File: src/rtl/core/pwmaf_pkg.sv
// ----------------------------------------------------------------------------
// pwmaf_pkg
// Shared types, widths and decode helpers for the PWM audio FIFO timer.
// ----------------------------------------------------------------------------
package pwmaf_pkg;

    localparam int SAMPLE_W       = 12;
    localparam int CYCLE_W        = 32;
    localparam int PERIOD_W       = 12;
    localparam int MODE_W         = 4;
    localparam int IRQ_SET_W      = 4;
    localparam int COUNT_W        = 5;
    localparam int CFG_IDX_W      = 3;
    localparam int CFG_DATA_W     = 12;
    localparam int FIFO_DEPTH_DEF = 4;

    localparam logic [COUNT_W-1:0] IRQ_RELOAD_MAX = COUNT_W'(16);

    typedef enum logic [1:0] {
        OP_TICK       = 2'd0,
        OP_PUSH_LEFT  = 2'd1,
        OP_PUSH_RIGHT = 2'd2,
        OP_CLEAR      = 2'd3
    } op_t;

    typedef enum logic [CFG_IDX_W-1:0] {
        CFG_ROUTING_MODE      = 3'd0,
        CFG_SOUND_ENABLE      = 3'd1,
        CFG_CYCLE_SETTING     = 3'd2,
        CFG_INTERRUPT_SETTING = 3'd3,
        CFG_MASTER_IRQ_ENABLE = 3'd4,
        CFG_SLAVE_IRQ_ENABLE  = 3'd5
    } cfg_idx_t;

    // Which FIFO pops and where its sample lands.
    typedef struct packed {
        logic l_pop;
        logic l_to_right;
        logic r_pop;
        logic r_to_right;
    } route_t;

    // Memory strobes from the control unit.
    typedef struct packed {
        logic l_wr;
        logic l_rd;
        logic r_wr;
        logic r_rd;
    } fifo_en_t;

    // Per-request result info carried to the level/output stage.
    typedef struct packed {
        route_t route;
        logic   fired;
        logic   irq_m;
        logic   irq_s;
        logic   l_full;
        logic   r_full;
        logic   dropped;
    } item_info_t;

    function automatic route_t route_decode(input logic [MODE_W-1:0] mode);
        route_t r;
        r = '0;
        unique case (mode) inside
            4'h1, 4'hD: r.l_pop = 1'b1;
            4'h2, 4'hE:
            begin
                r.l_pop      = 1'b1;
                r.l_to_right = 1'b1;
            end
            4'h4, 4'h7: r.r_pop = 1'b1;
            4'h5, 4'h9:
            begin
                r.l_pop      = 1'b1;
                r.r_pop      = 1'b1;
                r.r_to_right = 1'b1;
            end
            4'h6, 4'hA:
            begin
                r.l_pop      = 1'b1;
                r.l_to_right = 1'b1;
                r.r_pop      = 1'b1;
            end
            4'h8, 4'hB:
            begin
                r.r_pop      = 1'b1;
                r.r_to_right = 1'b1;
            end
            default: r = '0;
        endcase
        return r;
    endfunction

    function automatic logic [COUNT_W-1:0] irq_reload(input logic [IRQ_SET_W-1:0] setting);
        return (setting == '0) ? IRQ_RELOAD_MAX : COUNT_W'(setting);
    endfunction

endpackage

File: src/rtl/core/pwmaf_fifo_mem.sv
// ----------------------------------------------------------------------------
// pwmaf_fifo_mem
// Sample store for one channel: one write port, one read port, read data
// registered and held until the next read.
// ----------------------------------------------------------------------------
module pwmaf_fifo_mem #(
    parameter int FIFO_DEPTH = pwmaf_pkg::FIFO_DEPTH_DEF,
    parameter int PTR_W      = $clog2(FIFO_DEPTH)
) (
    input  logic                          clk,
    input  logic                          wr_en,
    input  logic [PTR_W-1:0]              wr_addr,
    input  logic [pwmaf_pkg::SAMPLE_W-1:0] wr_data,
    input  logic                          rd_en,
    input  logic [PTR_W-1:0]              rd_addr,
    output logic [pwmaf_pkg::SAMPLE_W-1:0] rd_data
);

    logic [pwmaf_pkg::SAMPLE_W-1:0] mem [FIFO_DEPTH];
    logic [pwmaf_pkg::SAMPLE_W-1:0] rd_data_reg;

    always_ff @(posedge clk)
    begin
        if (wr_en)
        begin
            mem[wr_addr] <= wr_data;
        end
    end

    always_ff @(posedge clk)
    begin
        if (rd_en)
        begin
            rd_data_reg <= mem[rd_addr];
        end
    end

    assign rd_data = rd_data_reg;

endmodule

File: src/rtl/core/pwmaf_ctrl.sv
// ----------------------------------------------------------------------------
// pwmaf_ctrl
// Configuration registers, FIFO pointers, period timer and interrupt divider.
// Decides pushes, pops and interrupts for each accepted request.
// ----------------------------------------------------------------------------
module pwmaf_ctrl #(
    parameter int FIFO_DEPTH = pwmaf_pkg::FIFO_DEPTH_DEF,
    parameter int PTR_W      = $clog2(FIFO_DEPTH)
) (
    input  logic                            clk,
    input  logic                            rst_n,
    input  logic                            cfg_wr_en,
    input  logic [pwmaf_pkg::CFG_IDX_W-1:0] cfg_index,
    input  logic [pwmaf_pkg::CFG_DATA_W-1:0] cfg_data,
    input  logic                            accept,
    input  logic [1:0]                      operation,
    input  logic [pwmaf_pkg::CYCLE_W-1:0]   cycle_now,
    output pwmaf_pkg::fifo_en_t             fifo_en,
    output logic [PTR_W-1:0]                l_wr_ptr,
    output logic [PTR_W-1:0]                l_rd_ptr,
    output logic [PTR_W-1:0]                r_wr_ptr,
    output logic [PTR_W-1:0]                r_rd_ptr,
    output pwmaf_pkg::item_info_t           info
);

    logic [pwmaf_pkg::MODE_W-1:0]    mode_reg;
    logic                            snd_en_reg;
    logic [pwmaf_pkg::PERIOD_W-1:0]  cyc_set_reg;
    logic [pwmaf_pkg::IRQ_SET_W-1:0] irq_set_reg;
    logic                            m_irq_en_reg;
    logic                            s_irq_en_reg;

    logic [PTR_W-1:0]                l_rd_reg, l_rd_next;
    logic [PTR_W-1:0]                l_wr_reg, l_wr_next;
    logic [PTR_W-1:0]                r_rd_reg, r_rd_next;
    logic [PTR_W-1:0]                r_wr_reg, r_wr_next;
    logic [pwmaf_pkg::CYCLE_W-1:0]   target_reg, target_next;
    logic [pwmaf_pkg::COUNT_W-1:0]   count_reg, count_next;

    logic [pwmaf_pkg::PERIOD_W-1:0]  period;
    logic [pwmaf_pkg::COUNT_W-1:0]   count_dec;
    pwmaf_pkg::op_t                  op;
    pwmaf_pkg::route_t               route;
    logic                            fire;
    logic                            l_pop, r_pop;
    logic                            l_push, r_push;
    logic                            l_full_now, r_full_now;

    function automatic logic [PTR_W-1:0] next_slot(input logic [PTR_W-1:0] p);
        return (p == PTR_W'(FIFO_DEPTH - 1)) ? '0 : p + 1'b1;
    endfunction

    assign op     = pwmaf_pkg::op_t'(operation);
    assign period = cyc_set_reg - 1'b1;
    assign route  = pwmaf_pkg::route_decode(mode_reg);

    assign l_full_now = (next_slot(l_wr_reg) == l_rd_reg);
    assign r_full_now = (next_slot(r_wr_reg) == r_rd_reg);

    assign fire = (op == pwmaf_pkg::OP_TICK) && (snd_en_reg || (mode_reg != '0))
                  && (period != '0) && (target_reg <= cycle_now);

    assign l_pop  = fire && route.l_pop && (l_rd_reg != l_wr_reg);
    assign r_pop  = fire && route.r_pop && (r_rd_reg != r_wr_reg);
    assign l_push = (op == pwmaf_pkg::OP_PUSH_LEFT) && !l_full_now;
    assign r_push = (op == pwmaf_pkg::OP_PUSH_RIGHT) && !r_full_now;

    assign count_dec = count_reg - 1'b1;

    always_comb
    begin
        l_rd_next   = l_pop ? next_slot(l_rd_reg) : l_rd_reg;
        r_rd_next   = r_pop ? next_slot(r_rd_reg) : r_rd_reg;
        l_wr_next   = l_push ? next_slot(l_wr_reg) : l_wr_reg;
        r_wr_next   = r_push ? next_slot(r_wr_reg) : r_wr_reg;
        target_next = target_reg;
        count_next  = count_reg;

        info                  = '0;
        info.route.l_pop      = l_pop;
        info.route.l_to_right = route.l_to_right;
        info.route.r_pop      = r_pop;
        info.route.r_to_right = route.r_to_right;
        info.fired            = fire;

        if (fire)
        begin
            target_next = target_reg + pwmaf_pkg::CYCLE_W'(period);
            if (count_dec == '0)
            begin
                count_next = pwmaf_pkg::irq_reload(irq_set_reg);
                info.irq_m = m_irq_en_reg;
                info.irq_s = s_irq_en_reg;
            end
            else
            begin
                count_next = count_dec;
            end
        end
        if (op == pwmaf_pkg::OP_CLEAR)
        begin
            target_next = '0;
        end

        info.dropped = ((op == pwmaf_pkg::OP_PUSH_LEFT) && l_full_now)
                       || ((op == pwmaf_pkg::OP_PUSH_RIGHT) && r_full_now);
        info.l_full  = (next_slot(l_wr_next) == l_rd_next);
        info.r_full  = (next_slot(r_wr_next) == r_rd_next);
    end

    assign fifo_en.l_wr = accept && l_push;
    assign fifo_en.r_wr = accept && r_push;
    assign fifo_en.l_rd = accept && l_pop;
    assign fifo_en.r_rd = accept && r_pop;
    assign l_wr_ptr = l_wr_reg;
    assign l_rd_ptr = l_rd_reg;
    assign r_wr_ptr = r_wr_reg;
    assign r_rd_ptr = r_rd_reg;

    always_ff @(posedge clk or negedge rst_n)
    begin
        if (!rst_n)
        begin
            mode_reg     <= '0;
            snd_en_reg   <= 1'b0;
            cyc_set_reg  <= '0;
            irq_set_reg  <= '0;
            m_irq_en_reg <= 1'b0;
            s_irq_en_reg <= 1'b0;
            l_rd_reg     <= '0;
            l_wr_reg     <= '0;
            r_rd_reg     <= '0;
            r_wr_reg     <= '0;
            target_reg   <= '0;
            count_reg    <= pwmaf_pkg::IRQ_RELOAD_MAX;
        end
        else
        begin
            if (accept)
            begin
                l_rd_reg   <= l_rd_next;
                l_wr_reg   <= l_wr_next;
                r_rd_reg   <= r_rd_next;
                r_wr_reg   <= r_wr_next;
                target_reg <= target_next;
                count_reg  <= count_next;
            end
            if (cfg_wr_en)
            begin
                unique case (pwmaf_pkg::cfg_idx_t'(cfg_index))
                    pwmaf_pkg::CFG_ROUTING_MODE:
                        mode_reg <= cfg_data[pwmaf_pkg::MODE_W-1:0];
                    pwmaf_pkg::CFG_SOUND_ENABLE:
                        snd_en_reg <= cfg_data[0];
                    pwmaf_pkg::CFG_CYCLE_SETTING:
                        cyc_set_reg <= cfg_data[pwmaf_pkg::PERIOD_W-1:0];
                    pwmaf_pkg::CFG_INTERRUPT_SETTING:
                    begin
                        irq_set_reg <= cfg_data[pwmaf_pkg::IRQ_SET_W-1:0];
                        count_reg   <= pwmaf_pkg::irq_reload(
                                           cfg_data[pwmaf_pkg::IRQ_SET_W-1:0]);
                    end
                    pwmaf_pkg::CFG_MASTER_IRQ_ENABLE:
                        m_irq_en_reg <= cfg_data[0];
                    pwmaf_pkg::CFG_SLAVE_IRQ_ENABLE:
                        s_irq_en_reg <= cfg_data[0];
                    default: ;
                endcase
            end
        end
    end

    a_ptr_range: assert property (@(posedge clk) disable iff (!rst_n)
        (l_rd_reg <= PTR_W'(FIFO_DEPTH - 1)) && (l_wr_reg <= PTR_W'(FIFO_DEPTH - 1))
        && (r_rd_reg <= PTR_W'(FIFO_DEPTH - 1)) && (r_wr_reg <= PTR_W'(FIFO_DEPTH - 1)))
        else $error("FIFO pointer out of range");

    a_count_nonzero: assert property (@(posedge clk) disable iff (!rst_n)
        (count_reg != '0) && (count_reg <= pwmaf_pkg::IRQ_RELOAD_MAX))
        else $error("interrupt countdown out of range");

    a_pop_needs_data: assert property (@(posedge clk) disable iff (!rst_n)
        fifo_en.l_rd |=> (l_rd_reg != $past(l_rd_reg)))
        else $error("left pop did not advance read pointer");

endmodule

File: src/rtl/core/pwm_audio_fifo_timer.sv
// ----------------------------------------------------------------------------
// pwm_audio_fifo_timer
// Two-channel PWM sound unit: per-channel sample FIFOs, period timer and
// interrupt divider, with a registered result channel.
// ----------------------------------------------------------------------------
// Flow: a request accepted into stage 1 moves on to the output register when
//   that register is free or being drained; its result is taken from there.
// Throughput: one request per cycle; the FIFO memory read and the output
//   register form a two-stage pipeline that stalls only on out_ready.
// Reset: rst_n clears configuration, pointers, timer target and levels and
//   loads the interrupt countdown with sixteen; FIFO memories are not cleared,
//   no clearing pass is needed and a request is taken on the first cycle.
module pwm_audio_fifo_timer #(
    parameter int FIFO_DEPTH = pwmaf_pkg::FIFO_DEPTH_DEF
) (
    input  logic                             clk,
    input  logic                             rst_n,
    // configuration
    input  logic                             cfg_wr_en,
    input  logic [pwmaf_pkg::CFG_IDX_W-1:0]  cfg_index,
    input  logic [pwmaf_pkg::CFG_DATA_W-1:0] cfg_data,
    // request channel
    input  logic                             in_valid,
    output logic                             in_ready,
    input  logic [1:0]                       operation,
    input  logic [pwmaf_pkg::CYCLE_W-1:0]    cycle_now,
    input  logic [pwmaf_pkg::SAMPLE_W-1:0]   sample,
    // result channel
    output logic                             out_valid,
    input  logic                             out_ready,
    output logic [pwmaf_pkg::SAMPLE_W-1:0]   out_left,
    output logic [pwmaf_pkg::SAMPLE_W-1:0]   out_right,
    output logic                             timer_fired,
    output logic                             irq_master,
    output logic                             irq_slave,
    output logic                             left_full,
    output logic                             right_full,
    output logic                             push_dropped
);

    localparam int PTR_W = $clog2(FIFO_DEPTH);

    logic                  accept;
    logic                  advance;
    pwmaf_pkg::fifo_en_t   fifo_en;
    pwmaf_pkg::item_info_t info;
    logic [PTR_W-1:0]      l_wr_ptr, l_rd_ptr, r_wr_ptr, r_rd_ptr;
    logic [pwmaf_pkg::SAMPLE_W-1:0] l_q, r_q;

    // Stage 1: request decided, memory read in flight.
    logic                  s1_valid_reg;
    pwmaf_pkg::item_info_t s1_info_reg;

    // Architectural output levels, updated when a request leaves stage 1.
    logic [pwmaf_pkg::SAMPLE_W-1:0] lev_l_reg, lev_l_next;
    logic [pwmaf_pkg::SAMPLE_W-1:0] lev_r_reg, lev_r_next;

    // Output register.
    logic                           out_valid_reg;
    logic [pwmaf_pkg::SAMPLE_W-1:0] out_left_reg, out_right_reg;
    pwmaf_pkg::item_info_t          out_info_reg;

    // Stage 1 moves on whenever the output register is free or being drained;
    // a new request enters whenever stage 1 is empty or empties at the same edge.
    assign advance  = !out_valid_reg || out_ready;
    assign in_ready = !s1_valid_reg || advance;
    assign accept   = in_valid && in_ready;

    pwmaf_ctrl #(
        .FIFO_DEPTH (FIFO_DEPTH),
        .PTR_W      (PTR_W)
    ) u_ctrl (
        .clk       (clk),
        .rst_n     (rst_n),
        .cfg_wr_en (cfg_wr_en),
        .cfg_index (cfg_index),
        .cfg_data  (cfg_data),
        .accept    (accept),
        .operation (operation),
        .cycle_now (cycle_now),
        .fifo_en   (fifo_en),
        .l_wr_ptr  (l_wr_ptr),
        .l_rd_ptr  (l_rd_ptr),
        .r_wr_ptr  (r_wr_ptr),
        .r_rd_ptr  (r_rd_ptr),
        .info      (info)
    );

    // Read data holds while stage 1 stalls, since reads fire only on accept.
    pwmaf_fifo_mem #(
        .FIFO_DEPTH (FIFO_DEPTH),
        .PTR_W      (PTR_W)
    ) u_left_mem (
        .clk     (clk),
        .wr_en   (fifo_en.l_wr),
        .wr_addr (l_wr_ptr),
        .wr_data (sample),
        .rd_en   (fifo_en.l_rd),
        .rd_addr (l_rd_ptr),
        .rd_data (l_q)
    );

    pwmaf_fifo_mem #(
        .FIFO_DEPTH (FIFO_DEPTH),
        .PTR_W      (PTR_W)
    ) u_right_mem (
        .clk     (clk),
        .wr_en   (fifo_en.r_wr),
        .wr_addr (r_wr_ptr),
        .wr_data (sample),
        .rd_en   (fifo_en.r_rd),
        .rd_addr (r_rd_ptr),
        .rd_data (r_q)
    );

    // Route popped samples into the levels; an empty FIFO leaves a level as is.
    always_comb
    begin
        lev_l_next = lev_l_reg;
        lev_r_next = lev_r_reg;
        if (s1_info_reg.route.l_pop)
        begin
            if (s1_info_reg.route.l_to_right)
            begin
                lev_r_next = l_q;
            end
            else
            begin
                lev_l_next = l_q;
            end
        end
        if (s1_info_reg.route.r_pop)
        begin
            if (s1_info_reg.route.r_to_right)
            begin
                lev_r_next = r_q;
            end
            else
            begin
                lev_l_next = r_q;
            end
        end
    end

    always_ff @(posedge clk or negedge rst_n)
    begin
        if (!rst_n)
        begin
            s1_valid_reg  <= 1'b0;
            out_valid_reg <= 1'b0;
            lev_l_reg     <= '0;
            lev_r_reg     <= '0;
        end
        else
        begin
            if (in_ready)
            begin
                s1_valid_reg <= in_valid;
            end
            if (advance)
            begin
                out_valid_reg <= s1_valid_reg;
                if (s1_valid_reg)
                begin
                    lev_l_reg <= lev_l_next;
                    lev_r_reg <= lev_r_next;
                end
            end
        end
    end

    // Payload registers: load stage 1 on accept, the output on advance with stage 1 valid.
    always_ff @(posedge clk)
    begin
        if (accept)
        begin
            s1_info_reg <= info;
        end
        if (advance && s1_valid_reg)
        begin
            out_left_reg  <= lev_l_next;
            out_right_reg <= lev_r_next;
            out_info_reg  <= s1_info_reg;
        end
    end

    assign out_valid    = out_valid_reg;
    assign out_left     = out_left_reg;
    assign out_right    = out_right_reg;
    assign timer_fired  = out_info_reg.fired;
    assign irq_master   = out_info_reg.irq_m;
    assign irq_slave    = out_info_reg.irq_s;
    assign left_full    = out_info_reg.l_full;
    assign right_full   = out_info_reg.r_full;
    assign push_dropped = out_info_reg.dropped;

    a_irq_needs_fire: assert property (@(posedge clk) disable iff (!rst_n)
        out_valid |-> (timer_fired || (!irq_master && !irq_slave)))
        else $error("interrupt raised without timer event");

    a_fire_not_drop: assert property (@(posedge clk) disable iff (!rst_n)
        out_valid |-> !(timer_fired && push_dropped))
        else $error("timer event and dropped push on one request");

    a_full_stall: assert property (@(posedge clk) disable iff (!rst_n)
        (s1_valid_reg && out_valid_reg && !out_ready) |-> !in_ready)
        else $error("request taken while pipeline is full");

    a_pop_only_on_fire: assert property (@(posedge clk) disable iff (!rst_n)
        (s1_valid_reg && (s1_info_reg.route.l_pop || s1_info_reg.route.r_pop))
        |-> s1_info_reg.fired)
        else $error("FIFO pop without timer event");

endmodule
File: config.mk
export PLATFORM = sky130hd
export DESIGN_NAME = pwm_audio_fifo_timer
export DESIGN_NICKNAME = d
export VERILOG_FILES = /design/src/rtl/core/pwmaf_pkg.sv /design/src/rtl/core/pwmaf_fifo_mem.sv /design/src/rtl/core/pwmaf_ctrl.sv /design/src/rtl/core/pwm_audio_fifo_timer.sv
export SDC_FILE = /design/constraint.sdc
export NUM_CORES = 1
export LEC_CHECK = 0
export ABC_CLOCK_PERIOD_IN_PS = 10300
export BUFFER_PORTS_ARGS = -buffer_cell sky130_fd_sc_hd__buf_2
export CAP_MARGIN = 5
export CORE_AREA = 8 8 148 150
export DETAILED_ROUTE_END_ITERATION = 16
export DIE_AREA = 0 0 156 158
export PLACE_DENSITY = 0.86
export SYNTH_ARGS = -nofsm -noshare
export SYNTH_HDL_FRONTEND = slang
export SYNTH_HIERARCHICAL = 1
export SYNTH_SLANG_ARGS = --single-unit
File: constraint.sdc
create_clock -name clk -period 10.3 [get_ports clk]
set_clock_uncertainty 0.2 [all_clocks]
set_input_delay 0.515 -clock clk [delete_from_list [all_inputs] [get_ports clk]]
set_output_delay 0.515 -clock clk [all_outputs]
set_load 0.01 [all_outputs]
==> results of run 1 <==
[critical path, stage by stage (launching register included)]
cell     delay, ns
dfrtp_1       0.42
inv_1         0.14
ha_1          0.23
nor4b_2       0.40
nand3_1       0.15
xnor2_1       0.36
o31ai_1       0.18
or4_4         0.74
nor2_1        0.92
mux2_2        0.44
[layer usage]
layer  wire length [um]  track usage (%)  vias up  part of all wire (%)
met4                669             7.44        0                   2.3
li1                   -                -     4040                     -
met5                  0                0        -                     0
met2              14400             41.1      446                    50
met3               2390             3.63       68                   8.2
met1              11600             30.5     4319                    40
[cell type report]
cell class / count / share of cell area, %
Timing Repair Buffer: 103 / 3.86
Inverter: 58 / 1.55
Tap cell: 270 / 2.41
Clock inverter: 17 / 1.10
Clock buffer: 31 / 4.85
Sequential cell: 254 / 51.1
Multi-Input combinational cell: 681 / 35.1
[metrics by stage]
stage	total power [mW]	cell area, um^2	hold WS (ns)	setup slack [ns]
floorplan	2.14	12500	0.0194	6.51
global placement	2.32	13100	0.201	6.07
detailed placement	2.39	13100	0.212	5.91
CTS	3.34	14000	0.0109	6.04
global route	3.49	14000	0.0198	5.75
finish	3.34	14000	0.0240	5.99
[layout by cell type, fill, tap and decap left out, types with 11 or more instances in the layout]
cell type,synthesis,final
nand2_1,114,114
xnor2_1,24,24
dfrtp_1,93,93
a2bb2oi_1,12,12
o21ai_0,43,43
or3_1,18,18
xor2_1,11,11
inv_1,58,58
clkbuf_16,0,26
nor2_1,53,53
o31ai_1,16,16
a21oi_1,47,47
mux2_2,22,22
ha_1,57,57
nand4_1,11,11
edfxtp_1,160,160
nand3_1,31,31
buf_2,9,96
a31oi_1,28,28
mux4_2,20,20
nand3b_1,14,14
a221o_1,13,13
and3_1,21,21
nor3_1,25,25
[report_power, final]
group	leakage (nW)	switching, mW	total (mW)	internal (mW)
clock	0.394	0.392	0.915	0.523
sequential	2.64	0.198	1.48	1.28
combinational	2.61	0.513	0.949	0.436
total	5.64	1.10	3.34	2.24
[cells by family after synthesis]
| group | Yosys count | share of synthesized area, % |
|---|---|---|
| xor+xnor | 35 | 2.44 |
| flops | 254 | 57.1 |
| mux | 51 | 6.80 |
| simple gates | 343 | 14.0 |
| fa+ha+maj | 58 | 5.84 |
| compound gates | 194 | 10.2 |
| buf+inv | 104 | 3.71 |
[what timing repair did]
item,in CTS,in global routing
resized for setup,0,0
endpoints found under the hold margin,39,0
hold buffers,3,0
[worst paths after layout]
check / end / cells after the start
max in group asynchronous: u_ctrl/target_reg[20]$_DFFE_PN0P_ / 3
min in group asynchronous: u_ctrl/count_reg[3]$_DFF_PN0_ / 2
hold / removal: u_ctrl/cyc_set_reg[4]$_DFFE_PN0P_ / 2
setup reg to reg: u_ctrl/r_rd_ptr[1]$_DFFE_PN0P_ / 9
setup / recovery: u_ctrl/r_rd_ptr[1]$_DFFE_PN0P_ / 9
hold reg to reg: left_full$_DFFE_PP_ / 0
==> reports/summary.json, run 1 <==
{
  "status": "completed",
  "wire_per_inst_um": 20.6,
  "dieHeight_um": 158,
  "drt.antenna.violating_nets": 0,
  "timing.critical_path.from": "u_ctrl/cyc_set_reg[0]$_DFFE_PN0P_",
  "syn_avg_cell_area_um2": 12.1,
  "min_period_over_period_pct": 41.9,
  "totalNegativeSetupSlack_ns": 0,
  "timing.critical_path.required_ns": 10.50,
  "rsz0062_at_grt": "false",
  "holdCritPathClass": "in2reg",
  "setup_viol_count_final": 0,
  "clock_period_minus_final_worst_setup_slack_ns": 4.31,
  "hold_wc_startpoint": "cfg_data[4]",
  "fillerInstances": 1281,
  "finalWirelength_mm": 29.1,
  "route.vias.total": 8873,
  "std_cell_rows": 52,
  "place_congestion": 0.869,
  "grt.overflow.total": 0,
  "chipWidth_um": 156,
  "tritoncts.num_buffers": 26,
  "grt_start_max_net_pins": 57,
  "drt_drc_violations_left": 0,
  "final_design_utilization_pct": 71.1,
  "postSynthCellCount": 1039,
  "primary_flip_flop_cell_chosen_by_synthesis_mapping": "edfxtp_1",
  "syn-num-nets": 1163,
  "critPathArrivalTime_ns": 4.52,
  "start_util_pct": 63.6,
  "gr-usage-all-layers_pct": 23.8,
  "pwr_density_cell_nw_per_um2": 239,
  "achievable_clock_frequency_ghz": 0.232,
  "synthesis.yosys.warnings": 6,
  "grt_pass1_wl_mm": 46.6,
  "cts_htree_levels": 1,
  "sequential_cell_area_in_the_final_layout_um2": 7160,
  "synth-seq-cells": 254,
  "end_kind": "flop",
  "area_delta_synth_final_pct": 11.7,
  "synth.top_cells.by_area": "edfxtp_1, dfrtp_1, ha_1, mux4_2, nand2_1",
  "pin_count": 98,
  "worst_slew_pin_slew_ns": 1.20,
  "antenna_found_initial": 0,
  "finish.net_count": 1248,
  "irDropWorstVdd_mv": 0.192,
  "reg_to_reg_slack_setup_ns": 5.99,
  "path_class": "reg2reg",
  "hold_viol": 0,
  "yosys.area.top_type": "edfxtp_1",
  "worst-path-max-fanout": 36,
  "library_cell_used_as_clock_root_buffer": "clkbuf_16",
  "count_of_cell_types_in_the_netlist": 64,
  "detailedPlacementHpwl_mm": 19.6,
  "p_leak_nw": 5.64,
  "multi_input_comb_area_um2": 4920,
  "number_of_max_slew_violations_in_the_final_report": 0,
  "worst_skew_pair.late_latency_ns": 0.53,
  "drt-vias-per-instance": 6.28,
  "first_global_vias": 8964,
  "floorplan.core_area_um2": 19700,
  "io_buffers": 97,
  "initialDrtViolationCount": 818,
  "die_area_um2": 24600,
  "cts.reportedPaths.clkPinSlew_ns": 0.06,
  "dp_cells": 1363,
  "asyncSetResetFlopFracSynth_pct": 37.0,
  "cts_tree": "yes",
  "drv_cap": 0,
  "drt_pass1_iterations": 6,
  "yosys.area.top_type_share_pct": 38.3,
  "clock_sink_count": 254,
  "cts_max_path_buffers": 3,
  "crit_path_start_kind": "flop",
  "final_layout_size_suffix_gt1_share_pct": 17.0,
  "synth.most_common_cell": "edfxtp_1",
  "slew_headroom_pct": 20.3,
  "insertedDiodeCount": 0,
  "final_cells": 1414,
  "netlist_area_um2": 12500,
  "synth_enable_flop_cells": 160,
  "r2r_path_start": "u_ctrl/cyc_set_reg[0]$_DFFE_PN0P_",
  "post_cts_buffers": 0,
  "synth.top_cells.by_count": "edfxtp_1, nand2_1, dfrtp_1",
  "yosysSeqAreaShare_pct": 57.1
}
(Power assumes the default switching activity.)
==> inputs of run 2 (changes only) <==
--- a/config.mk
+++ b/config.mk
@@ -5,13 +5,13 @@
 export SDC_FILE = /design/constraint.sdc
 export NUM_CORES = 1
 export LEC_CHECK = 0
-export ABC_CLOCK_PERIOD_IN_PS = 10300
+export ABC_CLOCK_PERIOD_IN_PS = 3700
 export BUFFER_PORTS_ARGS = -buffer_cell sky130_fd_sc_hd__buf_2
 export CAP_MARGIN = 5
-export CORE_AREA = 8 8 148 150
+export CORE_AREA = 8 8 161 163
 export DETAILED_ROUTE_END_ITERATION = 16
-export DIE_AREA = 0 0 156 158
-export PLACE_DENSITY = 0.86
+export DIE_AREA = 0 0 169 171
+export PLACE_DENSITY = 0.77
 export SYNTH_ARGS = -nofsm -noshare
 export SYNTH_HDL_FRONTEND = slang
 export SYNTH_HIERARCHICAL = 1
==> constraint.sdc (replaced) <==
create_clock -name clk -period 3.7 [get_ports clk]
set_clock_uncertainty 0.2 [all_clocks]
set_input_delay 0.185 -clock clk [delete_from_list [all_inputs] [get_ports clk]]
set_output_delay 0.185 -clock clk [all_outputs]
set_load 0.01 [all_outputs]
==> run 2 against run 1 <==
Net effect:
- the flow now finishes with violations (setup timing)
- global-route usage is 4.4 points lower
- setup slack got worse by 6.0 ns
- combinational power grew to 3.1 times the previous value
- core utilization decreased by 7.3 points
- sequential power grew to 2.7 times the previous value
- cell count is 8.6% higher
- critical path type unchanged
- largest power group unchanged
==> reports/summary.json, run 2 (synthesized netlist as in run 1, its figures left out) <==
{
  "multi_input_comb_area": {"value": 5110, "unit": "um^2", "change": "+3.7%"},
  "final_layout_size_suffix_gt1_share": {"value": 20.5, "unit": "%", "change": "+3.6 points"},
  "drt.antenna.violating_nets": {"value": 0, "change": "unchanged"},
  "cts_htree_levels": {"value": 1, "change": "unchanged"},
  "pwr_density_cell": {"value": 622, "unit": "nW/um^2", "change": "+160%"},
  "final_design_area_no_fill": {"value": 14800, "unit": "um^2", "change": "+5.9%"},
  "wirelength_met1": {"value": 12.3, "unit": "mm", "change": "+6.2%"},
  "share_clk_of_total_power": {"value": 25.3, "unit": "%", "change": "-2.1 points"},
  "slew_headroom": {"value": 19.5, "unit": "%", "change": "-0.81 points"},
  "timing.reg2reg.worst_path_depth": {"value": 13, "change": "+4"},
  "p_seq_share": {"value": 43.1, "unit": "%", "change": "-1.2 points"},
  "sw_frac_of_total": {"value": 32.2, "unit": "%", "change": "-0.76 points"},
  "initialDrtViolationCount": {"value": 598, "change": "-27%"},
  "status": "finished with violations",
  "start_util": {"value": 53.9, "unit": "%", "change": "-9.7 points"},
  "chipWidth": {"value": 169, "unit": "um", "change": "+8.3%"},
  "path_class": "reg2reg",
  "worst_hold_slack": {"value": 0.109, "unit": "ns", "change": "+0.0846 ns"},
  "die_area": {"value": 28900, "unit": "um^2", "change": "+17%"},
  "gr-usage-all-layers": {"value": 19.4, "unit": "%", "change": "-4.4 points"},
  "most_common_cell_after_layout_fill_and_taps_aside": "edfxtp_1",
  "achievable_clock_frequency": {"value": 0.266, "unit": "GHz", "change": "+15%"},
  "cts_max_path_buffers": {"value": 3, "change": "unchanged"},
  "route.top_layer_used": "met4",
  "hold_viol": {"value": 0, "change": "unchanged"},
  "sequential_cell_area_in_the_final_layout": {"value": 7160, "unit": "um^2", "change": "unchanged"},
  "fillerInstances": {"value": 1744, "change": "+36%"},
  "worst_skew_pair.late_latency": {"value": 0.54, "unit": "ns", "change": "about the same"},
  "cts.reportedPaths.clkPinSlew": {"value": 0.06, "unit": "ns", "change": "about the same"},
  "grt_pass1_wl": {"value": 45.4, "unit": "mm", "change": "-2.5%"},
  "power.net_switching": {"value": 2.98, "unit": "mW", "change": "+170%"},
  "rsz0062_at_grt": "true",
  "dieHeight": {"value": 171, "unit": "um", "change": "+8.2%"},
  "violated_checks": "setup timing",
  "std_cell_rows": {"value": 56, "change": "+7.7%"},
  "worst_slew_pin_slew": {"value": 1.21, "unit": "ns", "change": "+0.0122 ns"},
  "grt.overflow.total": {"value": 0, "change": "unchanged"},
  "clock_sink_count": {"value": 254, "change": "unchanged"},
  "library_cell_used_as_clock_root_buffer": "clkbuf_16",
  "dr_wl_met3": {"value": 1.84, "unit": "mm", "change": "-23%"},
  "detailedPlacementHpwl": {"value": 18.8, "unit": "mm", "change": "-4.1%"},
  "cts_tree": "yes",
  "worst_setup_slack_after_layout": {"value": -0.0551, "unit": "ns", "change": "-6.04 ns"},
  "route.vias.total": {"value": 8881, "change": "+0.090%"},
  "end_kind": "flop",
  "wire_per_inst": {"value": 18.4, "unit": "um", "change": "-11%"},
  "drt_drc_violations_left": {"value": 0, "change": "unchanged"},
  "setup_ws_pre_cts": {"value": -0.0254, "unit": "ns", "change": "-5.93 ns"},
  "finish.net_count": {"value": 1322, "change": "+5.9%"},
  "antenna_found_initial": {"value": 0, "change": "unchanged"},
  "most_frequent_cells_in_the_layout": "edfxtp_1, nand2_1, buf_2",
  "internal_power": {"value": 6.25, "unit": "mW", "change": "+180%"},
  "drt_pass1_iterations": {"value": 5, "change": "-1"},
  "clock_period_minus_final_worst_setup_slack": {"value": 3.76, "unit": "ns", "change": "-0.558 ns"},
  "critPathArrivalTime": {"value": 4.00, "unit": "ns", "change": "-0.52 ns"},
  "report.power.total": {"value": 9.23, "unit": "mW", "change": "+180%"},
  "area_delta_synth_final_pct": 18.3,
  "timing.critical_path.required": {"value": 3.95, "unit": "ns", "change": "-6.55 ns"},
  "crit_path_start_kind": "flop",
  "irDropWorstVdd": {"value": 0.360, "unit": "mV", "change": "+88%"},
  "holdCritPathClass": "in2async",
  "finalWirelength": {"value": 28.2, "unit": "mm", "change": "-3.1%"},
  "min_period_over_period": {"value": 101, "unit": "%", "change": "+60 points"},
  "insertedDiodeCount": {"value": 0, "change": "unchanged"},
  "worst-path-max-fanout": {"value": 9, "change": "-75%"},
  "share_comb_of_total_power": {"value": 31.6, "unit": "%", "change": "+3.2 points"},
  "first_global_vias": {"value": 8828, "change": "-1.5%"},
  "totalNegativeSetupSlack": {"value": -0.230, "unit": "ns", "change": "-0.230 ns"},
  "place_congestion": {"value": 0.894, "change": "+2.9%"},
  "setup_viol_count_final": {"value": 8, "change": "+8"},
  "pin_count": {"value": 98, "change": "unchanged"},
  "drt-vias-per-instance": {"value": 5.78, "change": "-7.9%"},
  "floorplan.core_area": {"value": 23300, "unit": "um^2", "change": "+18%"},
  "met2_length": {"value": 13.3, "unit": "mm", "change": "-8.2%"},
  "number_of_max_slew_violations_in_the_final_report": {"value": 0, "change": "unchanged"},
  "drv_cap": {"value": 0, "change": "unchanged"},
  "p_leak": {"value": 5.98, "unit": "nW", "change": "+6.0%"},
  "io_buffers": {"value": 97, "change": "unchanged"},
  "tritoncts.num_buffers": {"value": 25, "change": "-3.8%"},
  "detailed_place.area": {"value": 13500, "unit": "um^2", "change": "+2.4%"},
  "grt_start_max_net_pins": {"value": 65, "change": "+14%"}
}
[run 2: cell types whose count changed in the layout (fill, tap and decap cells not counted), moves of 5 or more]
cell           delta
dlygate4sd3_1    +37
a21oi_2           +6
clkbuf_1          +5
or3_4             +5
or3_1             -5
a21oi_1           -6
buf_4            +32
[run 2: layer usage]
layer | vias to the layer above | track usage [%]
met2 | 286 | 31.9
met3 | 55 | 3.66
li1 | 4187 | -
met5 | - | 0
met4 | 0 | 7.16
met1 | 4353 | 25.3
[run 2: final cells by class]
class / count / share of cell area (%)
sequential: 254 / 48.2
tap: 319 / 2.69
clock buffer: 36 / 4.63
inverter: 58 / 1.47
multi-input combinational: 683 / 34.4
clock inverter: 10 / 0.422
timing repair buffer: 176 / 8.12
[run 2: path summary, 6_finish.rpt]
path	endpoint	slack, ns	start
min in group clk	s1_valid_reg$_DFFE_PN0P_	0.21	in_valid
min reg2reg	push_dropped$_DFFE_PP_	0.22	s1_info_reg[0]$_DFFE_PP_
min	u_ctrl/count_reg[3]$_DFF_PN0_	0.11	rst_n
max reg2reg	u_ctrl/target_reg[16]$_DFFE_PN0P_	-0.06	u_ctrl/cyc_set_reg[3]$_DFFE_PN0P_
max in group asynchronous	u_ctrl/target_reg[17]$_DFFE_PN0P_	2.39	rst_n
max	u_ctrl/target_reg[16]$_DFFE_PN0P_	-0.06	u_ctrl/cyc_set_reg[3]$_DFFE_PN0P_
[run 2: critical path, stage by stage (launching register included)]
cell and delay, ns:
dfrtp_1 0.37, or4_4 0.53, or2_4 0.27, nand2b_4 0.17, nor2_4 0.14, xor2_2 0.09
ha_1 0.31, nand2_1 0.06, a211oi_2 0.27, o211ai_1 0.16, a2111o_1 0.49, buf_6 0.15
or3_4 0.33, a21oi_2 0.14
[run 2: per-stage QoR]
stage               instances  util (%)
floorplan                1039         -
global placement         1442      57.8
detailed placement       1442      57.8
CTS                      1531      63.0
global route             1536      63.8
finish                   1536      63.8
[run 2: power groups by stage]
stage	clock, mW	combinational (mW)	sequential (mW)
finish	2.33	2.92	3.97
global route	2.50	3.23	4.02
CTS	2.38	2.80	3.96
detailed placement	0	2.68	4.01
floorplan	0	2.04	3.91
global placement	0	2.59	3.99
[run 2: timing repair]
action,CTS,global route
hold buffers,40,0
hold endpoints to repair,189,0
gates cloned,1,1
endpoints found under the setup margin,10,29
gates resized for setup,4,30
buffers inserted,2,4
pin swaps,2,14
